File: src/hdl/bb3_pkg.sv
// bb3_pkg: shared constants, types and codes for the 3x3 edge-shrink box filter.
// Used by every module under hdl/; depends on nothing.
`default_nettype none

package bb3_pkg;

    // Image geometry and field widths
    localparam int MAX_WIDTH       = 1024;
    localparam int COL_BITS        = $clog2(MAX_WIDTH);
    localparam int ROW_BITS        = 12;
    localparam int PIX_BITS        = 8;
    localparam int MEAN_BITS       = 16;
    localparam int WIDTH_REG_BITS  = 11;
    localparam int HEIGHT_REG_BITS = 12;

    // Config port
    localparam int CFG_INDEX_BITS = 1;
    localparam int CFG_DATA_BITS  = 12;
    localparam logic [CFG_INDEX_BITS-1:0] CFG_IMAGE_WIDTH  = 1'b0;
    localparam logic [CFG_INDEX_BITS-1:0] CFG_IMAGE_HEIGHT = 1'b1;

    // Reset geometry, kept as last index (size - 1)
    localparam logic [COL_BITS-1:0] RESET_WIDTH_LAST  = COL_BITS'(MAX_WIDTH - 1);
    localparam logic [ROW_BITS-1:0] RESET_HEIGHT_LAST = ROW_BITS'(767);

    // Sum of up to nine pixels
    localparam int SUM_BITS = PIX_BITS + 4;

    // Mean = floor(sum * 2^FRAC_BITS / n); n = 6 and n = 9 use a scaled reciprocal
    localparam int FRAC_BITS   = 8;
    localparam int RECIP_SHIFT = 16;
    localparam int RECIP_BITS  = 22;
    localparam int RECIP_SCALE = 2 ** (FRAC_BITS + RECIP_SHIFT);
    localparam logic [RECIP_BITS-1:0] RECIP6 = RECIP_BITS'((RECIP_SCALE + 5) / 6);
    localparam logic [RECIP_BITS-1:0] RECIP9 = RECIP_BITS'((RECIP_SCALE + 8) / 9);
    localparam int PROD_BITS = SUM_BITS + RECIP_BITS;

    // Stream payload widths
    localparam int IN_TDATA_BITS  = 8;
    localparam int OUT_FIELD_BITS = MEAN_BITS + ROW_BITS + COL_BITS;
    localparam int OUT_TDATA_BITS = ((OUT_FIELD_BITS + 7) / 8) * 8;
    localparam int OUT_PAD_BITS   = OUT_TDATA_BITS - OUT_FIELD_BITS;

    // Neighbor count of a result
    typedef enum logic [1:0] {
        DIV4,
        DIV6,
        DIV9
    } t_divisor;

    // Accepted pixel with its clamped coordinates
    typedef struct packed {
        logic [PIX_BITS-1:0] pix;
        logic [ROW_BITS-1:0] row;
        logic [COL_BITS-1:0] col;
        logic                last_col;
        logic                last_row;
    } t_pix_item;

    // One column of the two line stores: row r-2 (upper) and row r-1 (lower)
    typedef struct packed {
        logic [PIX_BITS-1:0] upper;
        logic [PIX_BITS-1:0] lower;
    } t_line_pair;

    // One result before division
    typedef struct packed {
        logic [SUM_BITS-1:0] sum;
        t_divisor            div;
        logic [ROW_BITS-1:0] row;
        logic [COL_BITS-1:0] col;
        logic                last;
    } t_job;

endpackage

`default_nettype wire

File: src/hdl/bb3_window.sv
// bb3_window: 3x3 window register, pending-result mask and the per-result
// neighbor sum. Emits one summed result per cycle while the divider takes them. Uses bb3_pkg.
`default_nettype none

module bb3_window (
    input  logic                             i_clk,
    input  logic                             i_rst_n,
    input  logic                             i_s1_valid,
    input  bb3_pkg::t_pix_item               i_s1,
    input  bb3_pkg::t_line_pair              i_line,
    output logic                             o_s2_load,
    output logic                             o_wr_en,
    output logic [bb3_pkg::COL_BITS-1:0]     o_wr_addr,
    output bb3_pkg::t_line_pair              o_wr_data,
    output logic                             o_job_valid,
    output bb3_pkg::t_job                    o_job,
    input  logic                             i_job_ready
);
    import bb3_pkg::*;

    // Pending result slots, in output order
    localparam int RES_UP_LEFT = 0;  // (r-1, c-1)
    localparam int RES_UP      = 1;  // (r-1, c), last column
    localparam int RES_LEFT    = 2;  // (r, c-1), last row
    localparam int RES_HERE    = 3;  // (r, c), last pixel of the frame

    logic [PIX_BITS-1:0] r_win [3][3];
    logic [ROW_BITS-1:0] r_row;
    logic [COL_BITS-1:0] r_col;
    logic                r_row_ge2, r_col_ge2;
    logic [3:0]          r_pend, n_pend, new_pend, pick;
    logic                r_job_valid;
    t_job                r_job, n_job;
    logic                job_ready, take, s2_load, single;
    logic [2:0]          row_mask, col_mask;
    logic [SUM_BITS-1:0] sum;

    assign job_ready = !r_job_valid || i_job_ready;
    assign take      = (r_pend != '0) && job_ready;
    assign pick      = r_pend & (~r_pend + 4'd1);
    assign single    = (r_pend & (r_pend - 4'd1)) == '0;
    assign s2_load   = i_s1_valid && ((r_pend == '0) || (take && single));
    assign o_s2_load = s2_load;

    // Results released by the new item
    always_comb begin
        new_pend              = '0;
        new_pend[RES_UP_LEFT] = (i_s1.row != '0) && (i_s1.col != '0);
        new_pend[RES_UP]      = (i_s1.row != '0) && i_s1.last_col;
        new_pend[RES_LEFT]    = i_s1.last_row && (i_s1.col != '0);
        new_pend[RES_HERE]    = i_s1.last_row && i_s1.last_col;
    end

    always_comb begin
        if (s2_load) begin
            n_pend = new_pend;
        end else if (take) begin
            n_pend = r_pend & ~pick;
        end else begin
            n_pend = r_pend;
        end
    end

    always_ff @(posedge i_clk) begin
        if (!i_rst_n) begin
            r_pend <= '0;
        end else begin
            r_pend <= n_pend;
        end
    end

    // Window shift and line store update on each new item
    always_ff @(posedge i_clk) begin
        if (!i_rst_n) begin
            for (int i = 0; i < 3; i++) begin
                for (int j = 0; j < 3; j++) begin
                    r_win[i][j] <= '0;
                end
            end
        end else if (s2_load) begin
            for (int i = 0; i < 3; i++) begin
                r_win[i][0] <= r_win[i][1];
                r_win[i][1] <= r_win[i][2];
            end
            r_win[0][2] <= i_line.upper;
            r_win[1][2] <= i_line.lower;
            r_win[2][2] <= i_s1.pix;
        end
    end

    always_ff @(posedge i_clk) begin
        if (s2_load) begin
            r_row     <= i_s1.row;
            r_col     <= i_s1.col;
            r_row_ge2 <= i_s1.row >= ROW_BITS'(2);
            r_col_ge2 <= i_s1.col >= COL_BITS'(2);
        end
    end

    assign o_wr_en         = s2_load;
    assign o_wr_addr       = i_s1.col;
    assign o_wr_data.upper = i_line.lower;
    assign o_wr_data.lower = i_s1.pix;

    // Neighbors of the selected result; window row/col 0 is the oldest
    always_comb begin
        row_mask  = 3'b110;
        col_mask  = 3'b110;
        n_job.row = r_row;
        n_job.col = r_col;
        n_job.last = 1'b0;
        if (pick[RES_UP_LEFT]) begin
            row_mask  = {2'b11, r_row_ge2};
            col_mask  = {2'b11, r_col_ge2};
            n_job.row = r_row - ROW_BITS'(1);
            n_job.col = r_col - COL_BITS'(1);
        end else if (pick[RES_UP]) begin
            row_mask  = {2'b11, r_row_ge2};
            n_job.row = r_row - ROW_BITS'(1);
        end else if (pick[RES_LEFT]) begin
            col_mask  = {2'b11, r_col_ge2};
            n_job.col = r_col - COL_BITS'(1);
        end else begin
            n_job.last = 1'b1;
        end

        sum = '0;
        for (int i = 0; i < 3; i++) begin
            for (int j = 0; j < 3; j++) begin
                if (row_mask[i] && col_mask[j]) begin
                    sum = sum + SUM_BITS'(r_win[i][j]);
                end
            end
        end
        n_job.sum = sum;

        if (row_mask[0] && col_mask[0]) begin
            n_job.div = DIV9;
        end else if (row_mask[0] || col_mask[0]) begin
            n_job.div = DIV6;
        end else begin
            n_job.div = DIV4;
        end
    end

    // Result register
    always_ff @(posedge i_clk) begin
        if (!i_rst_n) begin
            r_job_valid <= 1'b0;
        end else if (take) begin
            r_job_valid <= 1'b1;
        end else if (i_job_ready) begin
            r_job_valid <= 1'b0;
        end
    end

    always_ff @(posedge i_clk) begin
        if (take) begin
            r_job <= n_job;
        end
    end

    assign o_job_valid = r_job_valid;
    assign o_job       = r_job;

    // The frame's final result is a corner
    a_last_corner: assert property (@(posedge i_clk) disable iff (!i_rst_n)
        (r_job_valid && r_job.last) |-> (r_job.div == DIV4))
        else $error("final result without corner divisor");

    // The final result goes out after every other result of its item
    a_last_order: assert property (@(posedge i_clk) disable iff (!i_rst_n)
        (take && pick[RES_HERE]) |-> (r_pend == 4'b1000))
        else $error("final result taken ahead of pending results");

endmodule

`default_nettype wire

File: config.mk
export PLATFORM = sky130hd
export DESIGN_NAME = bb3_window
export DESIGN_NICKNAME = d
export VERILOG_FILES = /design/src/hdl/bb3_pkg.sv /design/src/hdl/bb3_window.sv
export SDC_FILE = /design/constraint.sdc
export NUM_CORES = 1
export LEC_CHECK = 0
export BUFFER_PORTS_ARGS = -buffer_cell sky130_fd_sc_hd__buf_2
export CAP_MARGIN = 20
export CELL_PAD_IN_SITES_DETAIL_PLACEMENT = 0
export CELL_PAD_IN_SITES_GLOBAL_PLACEMENT = 1
export CORE_UTILIZATION = 40
export DETAILED_ROUTE_END_ITERATION = 6
export GPL_TIMING_DRIVEN = 0
export HOLD_SLACK_MARGIN = 0.03
export PLACE_DENSITY_LB_ADDON = 0.1
export SYNTH_ARGS = -nofsm -noshare
export SYNTH_HDL_FRONTEND = slang
export SYNTH_SLANG_ARGS = --single-unit
File: constraint.sdc
create_clock -name i_clk -period 7.9 [get_ports i_clk]
set_clock_uncertainty 0.1 [all_clocks]
set_input_delay 0.395 -clock i_clk [delete_from_list [all_inputs] [get_ports i_clk]]
set_output_delay 0.395 -clock i_clk [all_outputs]
set_load 0.02 [all_outputs]
==> Word-level counts from Yosys, hierarchy flattened <==
Memory sizes are Yosys's and may differ from the RTL's.
Index checks and enable logic that the tools add are counted.
{ "word_totals": {"reg_bits": 66, "ramBits": 72, "inputBits": 52, "out_inout_bits": 66, "elab_cells": 105, "memories": 1} }
{ "memory_table": {"columns": ["name", "words", "width", "rd", "rd_ports_with_merged_regs", "wr", "line_no", "source"], "rows": [
  ["r_win", 3, 24, 3, 0, 3, "bb3_window.sv:27", "logic [PIX_BITS-1:0] r_win [3][3];"]
]} }
{ "classes": {"add_sub_neg": 12, "magnitude_cmp": 2, "n_mux": 37, "bitwise": 14, "reduce_logical": 28} }
{ "op_table": {"columns": ["operator", "n"], "rows": [
  ["12-bit two-way mux", 9],
  ["12-bit by 8-bit adder with 12-bit output", 8],
  ["8-bit two-way mux", 10],
  ["22-bit two-way mux", 1],
  ["1-bit two-way mux", 13],
  ["4-bit bitwise AND", 3],
  ["12-bit by 2-bit greater-or-equal comparator with 1-bit output (second input constant)", 1],
  ["12-bit nonzero test", 1],
  ["12-bit by 1-bit subtractor with 12-bit output (second input constant)", 1],
  ["11-bit two-way mux", 1],
  ["10-bit by 2-bit greater-or-equal comparator with 1-bit output (second input constant)", 1],
  ["10-bit two-way mux", 1],
  ["10-bit nonzero test", 1],
  ["10-bit by 1-bit subtractor with 10-bit output (second input constant)", 1],
  ["1-bit OR", 9],
  ["1-bit logical AND", 8],
  ["4-bit logical NOT", 2],
  ["4-bit two-way mux", 2],
  ["4-bit inverter", 2],
  ["4-bit by 1-bit adder with 4-bit output (second input constant)", 1],
  ["1-bit logical AND (both inputs constant)", 4],
  ["2-bit nonzero test", 2],
  ["4-bit nonzero test", 1],
  ["4-bit by 1-bit subtractor with 4-bit output (second input constant)", 1],
  ["other kinds (5)", 9]
]} }

==> Longest topological paths before layout <==
Gate-level depths: netlist of run 1.
{ "depth": {"word_depth": 24, "mapped_depth": 47, "ltp_nobuf": 45} }

==> Worst setup path after synthesis of run 1 <==
OpenSTA, ideal clock, no wires.
{ "synth_timing": {"path_kind": "reg2reg", "startpoint": "register r_pend[0]", "endpoint": "register r_job (netlist bit o_job[36]), data pin", "setup_time_ns": 0.263, "arrival_ns": 8.106, "t_required_ns": 7.537, "slack_ns": -0.569, "stages_incl_launch_ff": 47, "path_buffers": 2, "synth_period_minus_slack_ns": 8.469, "cell_sequence": "dfxtp_1 -> buf_4 -> and3_1 -> clkbuf_1 -> and2_1 -> ha_1 -> inv_1 -> fa_1 -> nor2b_2 -> or2b_2 -> xnor2_1 -> nor2_1 -> ha_1 -> o21ai_0 -> nor2_1 -> nor3_1 -> ha_1 -> o21ai_0 -> (+11 left out) -> nor2_1 -> xnor2_1 -> ha_1 -> o21a_1 -> o31a_1 -> a211oi_1 -> a21o_1 -> ha_1 -> or3_1 -> o21ai_0 -> inv_1 -> o41ai_1 -> xnor2_1 -> xnor2_2 -> o21ai_2 -> nor4bb_1 -> nor3_1 -> xor2_1"} }
{ "synth_rtl": {"columns": ["element", "line_no", "source"], "rows": [
  ["from (decl)", "bb3_window.sv:31", "logic [3:0] r_pend, n_pend, new_pend, pick;"],
  ["from (signal assigned)", "bb3_window.sv:68", "r_pend <= n_pend;"],
  ["to (signal assigned)", "bb3_window.sv:159", "r_job <= n_job;"],
  ["to (decl)", "bb3_window.sv:33", "t_job r_job, n_job;"]
]} }

==> key figures, run 1 <==
Outcome
  – Outcome: finished, violations left
  – Violated checks: negative setup slack

Yosys
  – Async SR Flop Fraction: 0%
  – Count of cell types in the netlist: a little over 70
  – #FFs+latches synth: around 140
  – Post-Syn Area: 0.00890 mm²
  – Yosys warns: 0
  – Largest cells by area after synthesis: edfxtp_1, ha_1, and3_1, xnor2_1, xor2_1
  – Mean Syn Cell Area: 10.9 µm²
  – Synth top area share: 44.9%
  – Sequential-to-total area share from yosys stat: 46.0%
  – Post-synth EDFFs: between 100 and 150
  – Syn nets: 939
  – Mapped Cells: a little over 800
  – Main synth FF type: edfxtp_1
  – Top cell type by total area after synthesis: edfxtp_1

Routing
  – ANT nets after route: 0
  – Routed vias: approximately 6600
  – DRC: 0
  – Post-DR vias/cell: roughly 5.1
  – Post-Route WL: about 21000 µm
  – 1st-pass router iterations: 4
  – WL per Instance: roughly 16 µm
  – Initial DRC Count: roughly 230

Worst setup path
  – WP data required: between 7 and 8 ns
  – CP startpoint kind: flop
  – Max incr delay on CP: 0.41 ns
  – Critical path peak fanout: 5
  – Worst path most repeated cell: ha_4
  – CP max stage cell: edfxtp_1
  – Worst reg2reg path depth: 45
  – Critical Path End Type: flop
  – Arr. time, crit path: roughly 8.5 ns
  – CP Class: reg2reg

STA
  – Tcrit/Tclk final: 107%
  – Worst relative slew slack: between 30% and 40%
  – Setup Viol. Count Final: 4
  – Final worst slack: -0.563 ns
  – Fin Setup TNS: -1.44 ns
  – Worst-Margin Slew: 0.909 ns
  – Max frequency: roughly 0.12 GHz
  – RSZ-0062 raised after global routing: yes
  – Final Hold Viols: 0
  – Worst-case hold slack: approximately 0.055 ns
  – Post-layout minimum cycle time: approximately 8.5 ns
  – Slew Limit Fails: 0

Power and ir drop
  – Switch share: a little over a third
  – Internal power consumption: 1880 µW
  – Sequential share of power: 33.0%
  – Power share of the clock group: between 20% and 30%
  – Pwr Density: ~260 mW/mm²
  – Maximum VDD drop: about 170 µV
  – Overall Power: 2930 µW
  – Sw power: between 1000 and 1500 µW
  – Pleak: around 0.0049 µW
  – Combinational Power Share: between 30% and 40%

Cells and area
  – Synthesis-to-finish area growth: 25.9%
  – Share of layout cells above drive strength 1: a little under a third
  – Util after Layout: 51.3%
  – Non-Filler Instances: 1284
  – Post-layout net count: 1116
  – Antenna diode count: 0

Place
  – Post-Place Cells: 1212
  – Placer Congestion: between 0.7 and 0.8
  – Port bufs: 116
  – Dpl hpwl: around 15000 µm

Die
  – Die area: between 0.02 and 0.025 mm²
  – # IOs: between 100 and 150
  – # rows: 54
  – Die H: 151 µm
  – Die Wd: approximately 150 µm
  – Starting Density: between 40% and 50%
  – CORE AREA: 0.0218 mm²

Clock network
  – Hold_buf cts: 0
  – Worst-skew pair later-pin latency: approximately 0.43 ns
  – Clk slew on worst S/H paths: approximately 0.070 ns
  – TritonCTS buffer count: 17
  – H-tree depth: 4
  – Clock Sinks: 138
  – Clk buf depth: 2
  – CTS tree: done
  – CTS Root Cell: clkbuf_16

Global routing
  – First-pass GRT wire length: approximately 34000 µm
  – Met1 usage: about a quarter
  – Pin count of the biggest net entering global routing: slightly below 50
  – GRT overflow: 0
  – Most used routing layer: met2
  – Met2 usage: between 30% and 40%
  – Met3 Use GR: 3.49%
  – GRT Total Usage: roughly a fifth
  – Initial antenna violation count: 0
  – Vias in the first global route: roughly 6500

Worst hold path
  – Min-delay worst type: in2reg
  – Worst hold stages: 1

Flow run
  – Max cap viols: 0
## power by group through the flow
stage / clock, µW / combinational, µW / sequential [µW]
5_1_grt: 844 / 1290 / 975
3_5_place_dp: 0 / 1000 / 977
3_3_place_gp: 0 / 1000 / 984
4_1_cts: 822 / 1110 / 965
2_1_floorplan: 0 / 721 / 1030
6_report: 803 / 1160 / 965
## synthesized netlist by cell type, drive strengths merged, types with 15 or more instances
| cell | instances |
|---|---|
| xor2 | 30 |
| o21a | 23 |
| buf | 29 |
| xnor2 | 38 |
| nand2 | 40 |
| nor3 | 21 |
| clkbuf | 22 |
| and3 | 73 |
| nor2 | 57 |
| o21ai | 47 |
| ha | 65 |
| a211oi | 15 |
| and2 | 16 |
| inv | 32 |
| a21o | 20 |
| a21oi | 31 |
| edfxtp | 133 |
## stage by stage
| step | area, µm² | setup WS, ns |
|---|---|---|
| floorplan | 9030 | -0.186 |
| global placement | 9960 | -1.22 |
| detailed placement | 10000 | -1.17 |
| CTS | 11000 | -0.536 |
| global route | 11200 | -0.944 |
| finish | 11200 | -0.563 |
## critical path, delay by kind of cell, from the launching register on
family,cells,cell delay (ns)
adders and majority gates,8,2.15
muxes,1,0.28
buffers and inverters,3,0.24
xor gates and xnor gates,3,0.38
DFF,1,0.41
AOI/OAI and AO/OA,16,2.34
and+or+nand+nor,14,2.29
## what timing repair did
action | in CTS | in global routing
hold endpoints to repair | 0 | 0
resized for setup | 43 | 28
setup buffers | 31 | 9
setup endpoints to repair | 6 | 6
pin swaps | 44 | 30
cloned | 0 | 0
## routing by layer
| layer | routed length [µm] | share of wire, % | up-vias |
|---|---|---|---|
| met5 | 0 | 0 | - |
| met4 | 258 | 1.2 | 0 |
| met3 | 673 | 3.2 | 19 |
| met2 | 10300 | 49 | 111 |
| met1 | 9740 | 46 | 3091 |
| li1 | - | - | 3340 |
## cell type report
type                            instances  area (µm²)
Timing Repair Buffer                  158         932
Multi-Input combinational cell        593        4780
Sequential cell                       138        4100
Clock buffer                           17         425
Buffer                                 51         325
Fill cell                            1991       10600
Tap cell                              280         350
Inverter                               32         120
Clock inverter                         15         174
## cells in the final DEF (no fill, tap or decap), types with 5 or more instances in the layout
cell type  netlist  routed
a21oi_2          0       6
buf_4           28      66
a21o_1          20      20
clkbuf_1        22      19
fa_1             8       7
inv_8            0       6
buf_2            1     118
and3_1          72      71
and2_1          16      15
ha_4             0       9
xor2_1          29      27
nor3_1          21      18
xnor2_2          2       6
nor2_2           0       9
nor4_1          11      11
a211oi_1        14       5
clkbuf_16        0      18
nor2_1          57      46
nand3_1          8       8
xnor2_1         35      31
a211oi_2         0       9
o21ai_2          2       8
o21ai_1          3      17
nor2b_1         13      12
o21ai_0         42      22
a21oi_1         31      25
edfxtp_1       133     133
o21a_1          23      23
nand2b_1         7       6
nand2_1         40      40
inv_1           32      31
ha_1            65      53
or3_1            5       5
## flip-flops by register name (all words and copies together) (netlist names)
signal and cells:
r_win 72, o_job 37, r_row 12, r_col 10
r_pend 4, o_job_valid 1, r_col_ge2 1, r_row_ge2 1
## kinds of logic (layout without fill, tap and decap cells)
logic type | Yosys count | in the layout | synth area share, %
adders and majority gates | 74 | 74 | 11.1
muxes | 9 | 9 | 1.11
DFF | 138 | 138 | 46.0
xor gates and xnor gates | 68 | 68 | 7.16
AOI/OAI and AO/OA | 173 | 173 | 13.7
buffers and inverters | 83 | 273 | 4.70
and+or+nand+nor | 269 | 269 | 16.2
## worst paths after layout
path                                   from     endpoint  slack (ns)
worst min-delay path               i_s1[14]     r_row[2]        0.06
worst min register to register  o_job_valid  o_job_valid        0.43
worst max-delay path              r_col_ge2    o_job[36]       -0.56
worst max register to register    r_col_ge2    o_job[36]       -0.56
Note: power is estimated with default switching activity, not from simulation.
==> run 2: changes to the inputs <==
--- a/config.mk
+++ b/config.mk
@@ -6,10 +6,10 @@
 export NUM_CORES = 1
 export LEC_CHECK = 0
 export BUFFER_PORTS_ARGS = -buffer_cell sky130_fd_sc_hd__buf_2
-export CAP_MARGIN = 20
-export CELL_PAD_IN_SITES_DETAIL_PLACEMENT = 0
-export CELL_PAD_IN_SITES_GLOBAL_PLACEMENT = 1
-export CORE_UTILIZATION = 40
+export CAP_MARGIN = 5
+export CELL_PAD_IN_SITES_DETAIL_PLACEMENT = 1
+export CELL_PAD_IN_SITES_GLOBAL_PLACEMENT = 2
+export CORE_UTILIZATION = 35
 export DETAILED_ROUTE_END_ITERATION = 6
 export GPL_TIMING_DRIVEN = 0
 export HOLD_SLACK_MARGIN = 0.03
==> key figures, run 2 (synthesis gave the netlist of run 1 again) <==
Die
  – Die Wd: 161 µm (+6.8%)
  – Starting Density: 36.2% (-4.6 points)
  – # IOs: 118 (unchanged)
  – Die H: 161 µm (+6.8%)
  – CORE AREA: 0.0246 mm² (+13%)
  – # rows: 57 (+5.6%)
  – Die area: 0.0261 mm² (+14%)

Place
  – Place WS: -1.52 ns (-0.345 ns)
  – Area post-placement: 0.0101 mm² (+0.62%)
  – Port bufs: 116 (unchanged)
  – Dpl hpwl: 17700 µm (+18%)
  – Placer Congestion: 0.779 (+4.3%)

Routing
  – 1st-pass router iterations: 4 (unchanged)
  – Initial DRC Count: 268 (+19%)
  – Post-DR vias/cell: 5.15 (+0.84%)
  – ANT nets after route: 0 (unchanged)
  – Post-Route WL: 24900 µm (+19%)
  – DRC: 0 (unchanged)
  – Routed vias: 6874 (+4.8%)
  – WL per Instance: 18.7 µm (+14%)

Cells and area
  – Number of flip-flops in the largest register: 72 (unchanged)
  – Top reg by flops: r_win
  – Post-Layout Inst Area: 0.0115 mm² (+2.4%)
  – Post-layout net count: 1122 (+0.54%)
  – FF/Latch Area: 0.00410 mm² (unchanged)
  – Most common cell after layout, fill and taps aside: edfxtp_1
  – Multi-input logic area: 0.00496 mm² (+3.9%)
  – Share of layout cells above drive strength 1: 33.0% (+1.9 points)
  – Most frequent cells in the layout: edfxtp_1, buf_2, buf_4, and3_1, ha_1
  – Antenna diode count: 0 (unchanged)
  – Fillers: 2750 (+38%)
  – Synthesis-to-finish area growth: 28.9%

STA
  – Final worst slack: -0.741 ns (-0.179 ns)
  – Setup Viol. Count Final: 4 (unchanged)
  – Tcrit/Tclk final: 109% (+2.3 points)
  – RSZ-0062 raised after global routing: yes
  – Slew Limit Fails: 0 (unchanged)
  – Final Hold Viols: 0 (unchanged)
  – Worst relative slew slack: 32.2% (-7.2 points)
  – Worst-Margin Slew: 1.01 ns (+0.0970 ns)
  – Post-layout minimum cycle time: 8.64 ns (+0.179 ns)
  – Max frequency: 0.116 GHz (-2.1%)
  – Fin Setup TNS: -1.93 ns (-0.498 ns)

Power and ir drop
  – Sw power: 1080 µW (+3.5%)
  – Sequential share of power: 32.2% (-0.8 points)
  – Internal power consumption: 1930 µW (+2.5%)
  – Combinational Power Share: 41.4% (+1.8 points)
  – Maximum VDD drop: 155 µV (-11%)
  – Pleak: 0.00494 µW (+1.1%)
  – Switch share: 35.9% (+0.23 points)
  – Power share of the clock group: 26.5% (-0.9 points)
  – Pwr Density: 263 mW/mm² (+0.44%)
  – Overall Power: 3010 µW (+2.8%)

Clock network
  – H-tree depth: 4 (unchanged)
  – Clk buf depth: 2 (unchanged)
  – CTS tree: done
  – Clock Sinks: 138 (unchanged)
  – CTS Root Cell: clkbuf_16
  – TritonCTS buffer count: 17 (unchanged)
  – Worst-skew pair later-pin latency: 0.42 ns (about the same)
  – Clk slew on worst S/H paths: 0.07 ns (about the same)

Global routing
  – GRT Total Usage: 19.6% (+0.15 points)
  – Vias in the first global route: 7447 (+15%)
  – Initial antenna violation count: 0 (unchanged)
  – GRT overflow: 0 (unchanged)
  – Pin count of the biggest net entering global routing: 48 (-2.0%)
  – First-pass GRT wire length: 39300 µm (+17%)

Worst setup path
  – Worst path most repeated cell: ha_4
  – Critical path peak fanout: 5 (unchanged)
  – CP startpoint kind: flop
  – CP max stage cell: edfxtp_1
  – Max incr delay on CP: 0.41 ns (about the same)
  – WP data required: 7.97 ns (about the same)
  – Critical Path End Type: flop
  – Arr. time, crit path: 8.71 ns (+0.17 ns)
  – CP Class: reg2reg

Flow run
  – Max cap viols: 0 (unchanged)

Outcome
  – Violated checks: negative setup slack
  – Outcome: finished, violations left

Worst hold path
  – Min-delay worst type: in2reg
==> run 2: metal layers <==
layer | GRT usage, % | part of all wire, % | vias up
met3 | 3.34 | 2.3 | 21
met5 | 0 | 0 | -
li1 | - | - | 3345
met2 | 35.4 | 52 | 110
met4 | 5.36 | 1.4 | 0
met1 | 23.8 | 45 | 3398
==> run 2: layout make-up <==
cell class | instances | area share (%)
clock inverter | 15 | 1.33
multi-input combinational | 593 | 43.3
sequential | 138 | 35.7
tap | 324 | 3.54
inverter | 32 | 1.05
timing repair buffer | 164 | 8.56
buffer | 51 | 2.84
clock buffer | 17 | 3.71
==> run 2: worst paths after layout <==
| path | start | endpoint | slack, ns | cells after the start |
|---|---|---|---|---|
| min reg2reg | r_pend[3] | r_pend[3] | 0.42 | 2 |
| max reg2reg | r_col_ge2 | o_job[36] | -0.74 | 44 |
| min | i_s1[14] | r_row[2] | 0.06 | 1 |
| max | r_col_ge2 | o_job[36] | -0.74 | 44 |
==> run 2: stage by stage <==
step / cells / utilization [%] / hold slack, ns
after global placement: 1254 / 40.7 / 0.390
after global routing: 1334 / 46.6 / 0.0435
after CTS: 1324 / 45.4 / 0.0406
after detailed placement: 1256 / 41.0 / 0.404
final: 1334 / 46.6 / 0.0623
after floorplan: 814 / - / 0.369
==> run 2: critical path, delay by kind of cell (launching register included) <==
family	cells	cell delay, ns
DFF	1	0.41
and+or+nand+nor	13	2.24
adders and majority gates	8	2.12
buffers and inverters	3	0.28
AOI/OAI and AO/OA	15	2.29
xor gates and xnor gates	4	0.64
muxes	1	0.28
==> run 2: repair_timing <==
action,4_1_cts,5_1_grt
resized for setup,52,42
buffers inserted,36,10
endpoints found under the setup margin,7,6
pin swaps,44,24
hold buffers,0,0
==> run 2: power groups by stage <==
stage	combinational, µW	clock [µW]	sequential [µW]
2_1_floorplan	721	0	1030
3_3_place_gp	1000	0	983
3_5_place_dp	1040	0	981
4_1_cts	1180	817	968
5_1_grt	1370	847	977
6_report	1250	797	968
==> run 3: changes to the inputs <==
--- a/config.mk
+++ b/config.mk
@@ -13,7 +13,7 @@
 export DETAILED_ROUTE_END_ITERATION = 6
 export GPL_TIMING_DRIVEN = 0
 export HOLD_SLACK_MARGIN = 0.03
-export PLACE_DENSITY_LB_ADDON = 0.1
+export PLACE_DENSITY = 0.76
 export SYNTH_ARGS = -nofsm -noshare
 export SYNTH_HDL_FRONTEND = slang
 export SYNTH_SLANG_ARGS = --single-unit
==> constraint.sdc (replaced) <==
create_clock -name i_clk -period 7.3 [get_ports i_clk]
set_clock_uncertainty 0.1 [all_clocks]
set_input_delay 0.365 -clock i_clk [delete_from_list [all_inputs] [get_ports i_clk]]
set_output_delay 0.365 -clock i_clk [all_outputs]
set_load 0.02 [all_outputs]
==> key figures, run 3 (synthesis gave the netlist of run 1 again) <==
Clock network
  – CTS tree: done
  – TritonCTS buffer count: 17 (unchanged)
  – Clock Sinks: 138 (unchanged)
  – Clk buf depth: 2 (unchanged)
  – CTS Root Cell: clkbuf_16
  – H-tree depth: 4 (unchanged)
  – Clk slew on worst S/H paths: 0.07 ns (about the same)
  – Worst-skew pair later-pin latency: 0.43 ns (about the same)

Routing
  – Post-Route WL: 24600 µm (-1.4%)
  – Post-DR vias/cell: 5.08 (-1.3%)
  – ANT nets after route: 0 (unchanged)
  – WL per Instance: 17.9 µm (-3.9%)
  – DRC: 0 (unchanged)
  – 1st-pass router iterations: 4 (unchanged)
  – Initial DRC Count: 234 (-13%)
  – Routed vias: 6961 (+1.3%)

Cells and area
  – Top reg by flops: r_win
  – Fillers: 2701 (-1.8%)
  – Most common cell after layout, fill and taps aside: edfxtp_1
  – Number of flip-flops in the largest register: 72 (unchanged)
  – Synthesis-to-finish area growth: 32.5%
  – Share of layout cells above drive strength 1: 34.3% (+1.3 points)
  – Most frequent cells in the layout: edfxtp_1, buf_2, buf_4, and3_1, ha_1
  – Post-layout net count: 1156 (+3.0%)
  – Util after Layout: 47.9% (+1.3 points)

Worst setup path
  – CP Class: reg2reg
  – Max incr delay on CP: 0.38 ns (-0.03 ns)
  – Delay-heaviest family, CP: adder cells
  – CP startpoint kind: flop
  – CP max stage cell: or3_1
  – Worst path bufs/invs: 5 (+2)
  – Reg-to-reg setup timing slack: -1.23 ns (-0.49 ns)
  – Worst path most repeated cell: ha_4
  – Critical path peak fanout: 5 (unchanged)
  – Arr. time, crit path: 8.60 ns (-0.11 ns)
  – WP data required: 7.37 ns (-0.60 ns)
  – Critical Path End Type: flop

Die
  – # IOs: 118 (unchanged)
  – # rows: 57 (unchanged)
  – Die Wd: 161 µm (unchanged)
  – Die H: 161 µm (unchanged)
  – CORE AREA: 0.0246 mm² (unchanged)
  – Die area: 0.0261 mm² (unchanged)
  – Starting Density: 36.2% (unchanged)

Worst hold path
  – Min-delay worst type: in2reg

Place
  – Place WS: -1.86 ns (-0.343 ns)
  – Port bufs: 116 (unchanged)
  – Dpl hpwl: 17100 µm (-3.6%)
  – Placer Congestion: 0.763 (-2.1%)

STA
  – Setup Viol. Count Final: 6 (+2)
  – RSZ-0062 raised after global routing: yes
  – Final Hold Viols: 0 (unchanged)
  – Worst-Margin Slew: 0.885 ns (-0.121 ns)
  – Slew Limit Fails: 0 (unchanged)
  – Tcrit/Tclk final: 117% (+7.4 points)
  – Worst relative slew slack: 41.0% (+8.8 points)
  – Max frequency: 0.117 GHz (+1.3%)
  – Post-layout minimum cycle time: 8.53 ns (-0.113 ns)
  – Final worst slack: -1.23 ns (-0.487 ns)

Global routing
  – GRT overflow: 0 (unchanged)
  – Pin count of the biggest net entering global routing: 38 (-21%)
  – Vias in the first global route: 7374 (-0.98%)
  – First-pass GRT wire length: 38800 µm (-1.4%)
  – Initial antenna violation count: 1 (+1)
  – GRT Total Usage: 19.1% (-0.50 points)

Outcome
  – Outcome: finished, violations left
  – Violated checks: negative setup slack

Power and ir drop
  – Maximum VDD drop: 182 µV (+17%)
  – Pwr Density: 290 mW/mm² (+10%)
  – Pleak: 0.00511 µW (+3.3%)

Flow run
  – Max cap viols: 0 (unchanged)
## run 3: cell count changes in the layout (fill, tap and decap cells not counted), moves of 3 or more
cell,delta
nor2_1,-6
ha_4,+3
nor2_2,+6
dlygate4sd3_1,+14
buf_6,+4
buf_4,+16
## run 3: metal layers
layer / vias up / wire length (µm) / global-route usage (%) / share of wire [%]
li1: 3418 / - / - / -
met1: 3380 / 10900 / 23.2 / 44
met2: 122 / 12300 / 33.5 / 50
met3: 41 / 734 / 3.13 / 3.0
met4: 0 / 627 / 7.55 / 2.6
met5: - / 0 / 0 / 0
## run 3: per-stage QoR
stage	setup TNS [ns]	total power [µW]	instances	instance area, µm²	hold WS [ns]
after CTS	-5.10	3210	1349	11300	0.0335
final	-5.18	3420	1369	11800	0.0520
after detailed placement	-9.15	2170	1256	10100	0.417
after global routing	-8.19	3610	1369	11800	0.0477
after global placement	-8.99	2150	1254	10000	0.390
after floorplan	-2.63	1900	814	9030	0.364
## run 3: final timing paths
kind	from	to	cells after the start
hold / removal	i_s1[11]	r_col[9]	1
setup reg to reg	r_col_ge2	o_job[36]	44
hold reg to reg	r_pend[3]	r_pend[3]	2
setup / recovery	r_col_ge2	o_job[36]	44
## run 3: area by class of cell
type,instances,area (µm²),share of cell area (%)
inverter,32,120,1.02
multi-input combinational,593,4980,42.2
clock buffer,17,425,3.61
timing repair buffer,199,1290,10.9
buffer,50,314,2.66
sequential,138,4100,34.7
antenna,1,2.50,0.0212
clock inverter,15,158,1.34
tap,324,405,3.44
## run 3: where the power goes
part	leakage [µW]	switching, µW	internal, µW
combinational	0.00340	783	723
sequential	0.00142	43.5	1000
clock	0.000285	383	483
## run 3: what timing repair did
item | 4_1_cts | 5_1_grt
endpoints found under the setup margin | 8 | 9
setup buffers | 47 | 20
hold buffers | 14 | 0
gates resized for setup | 41 | 61
pin swaps | 48 | 62
hold endpoints to repair | 14 | 0
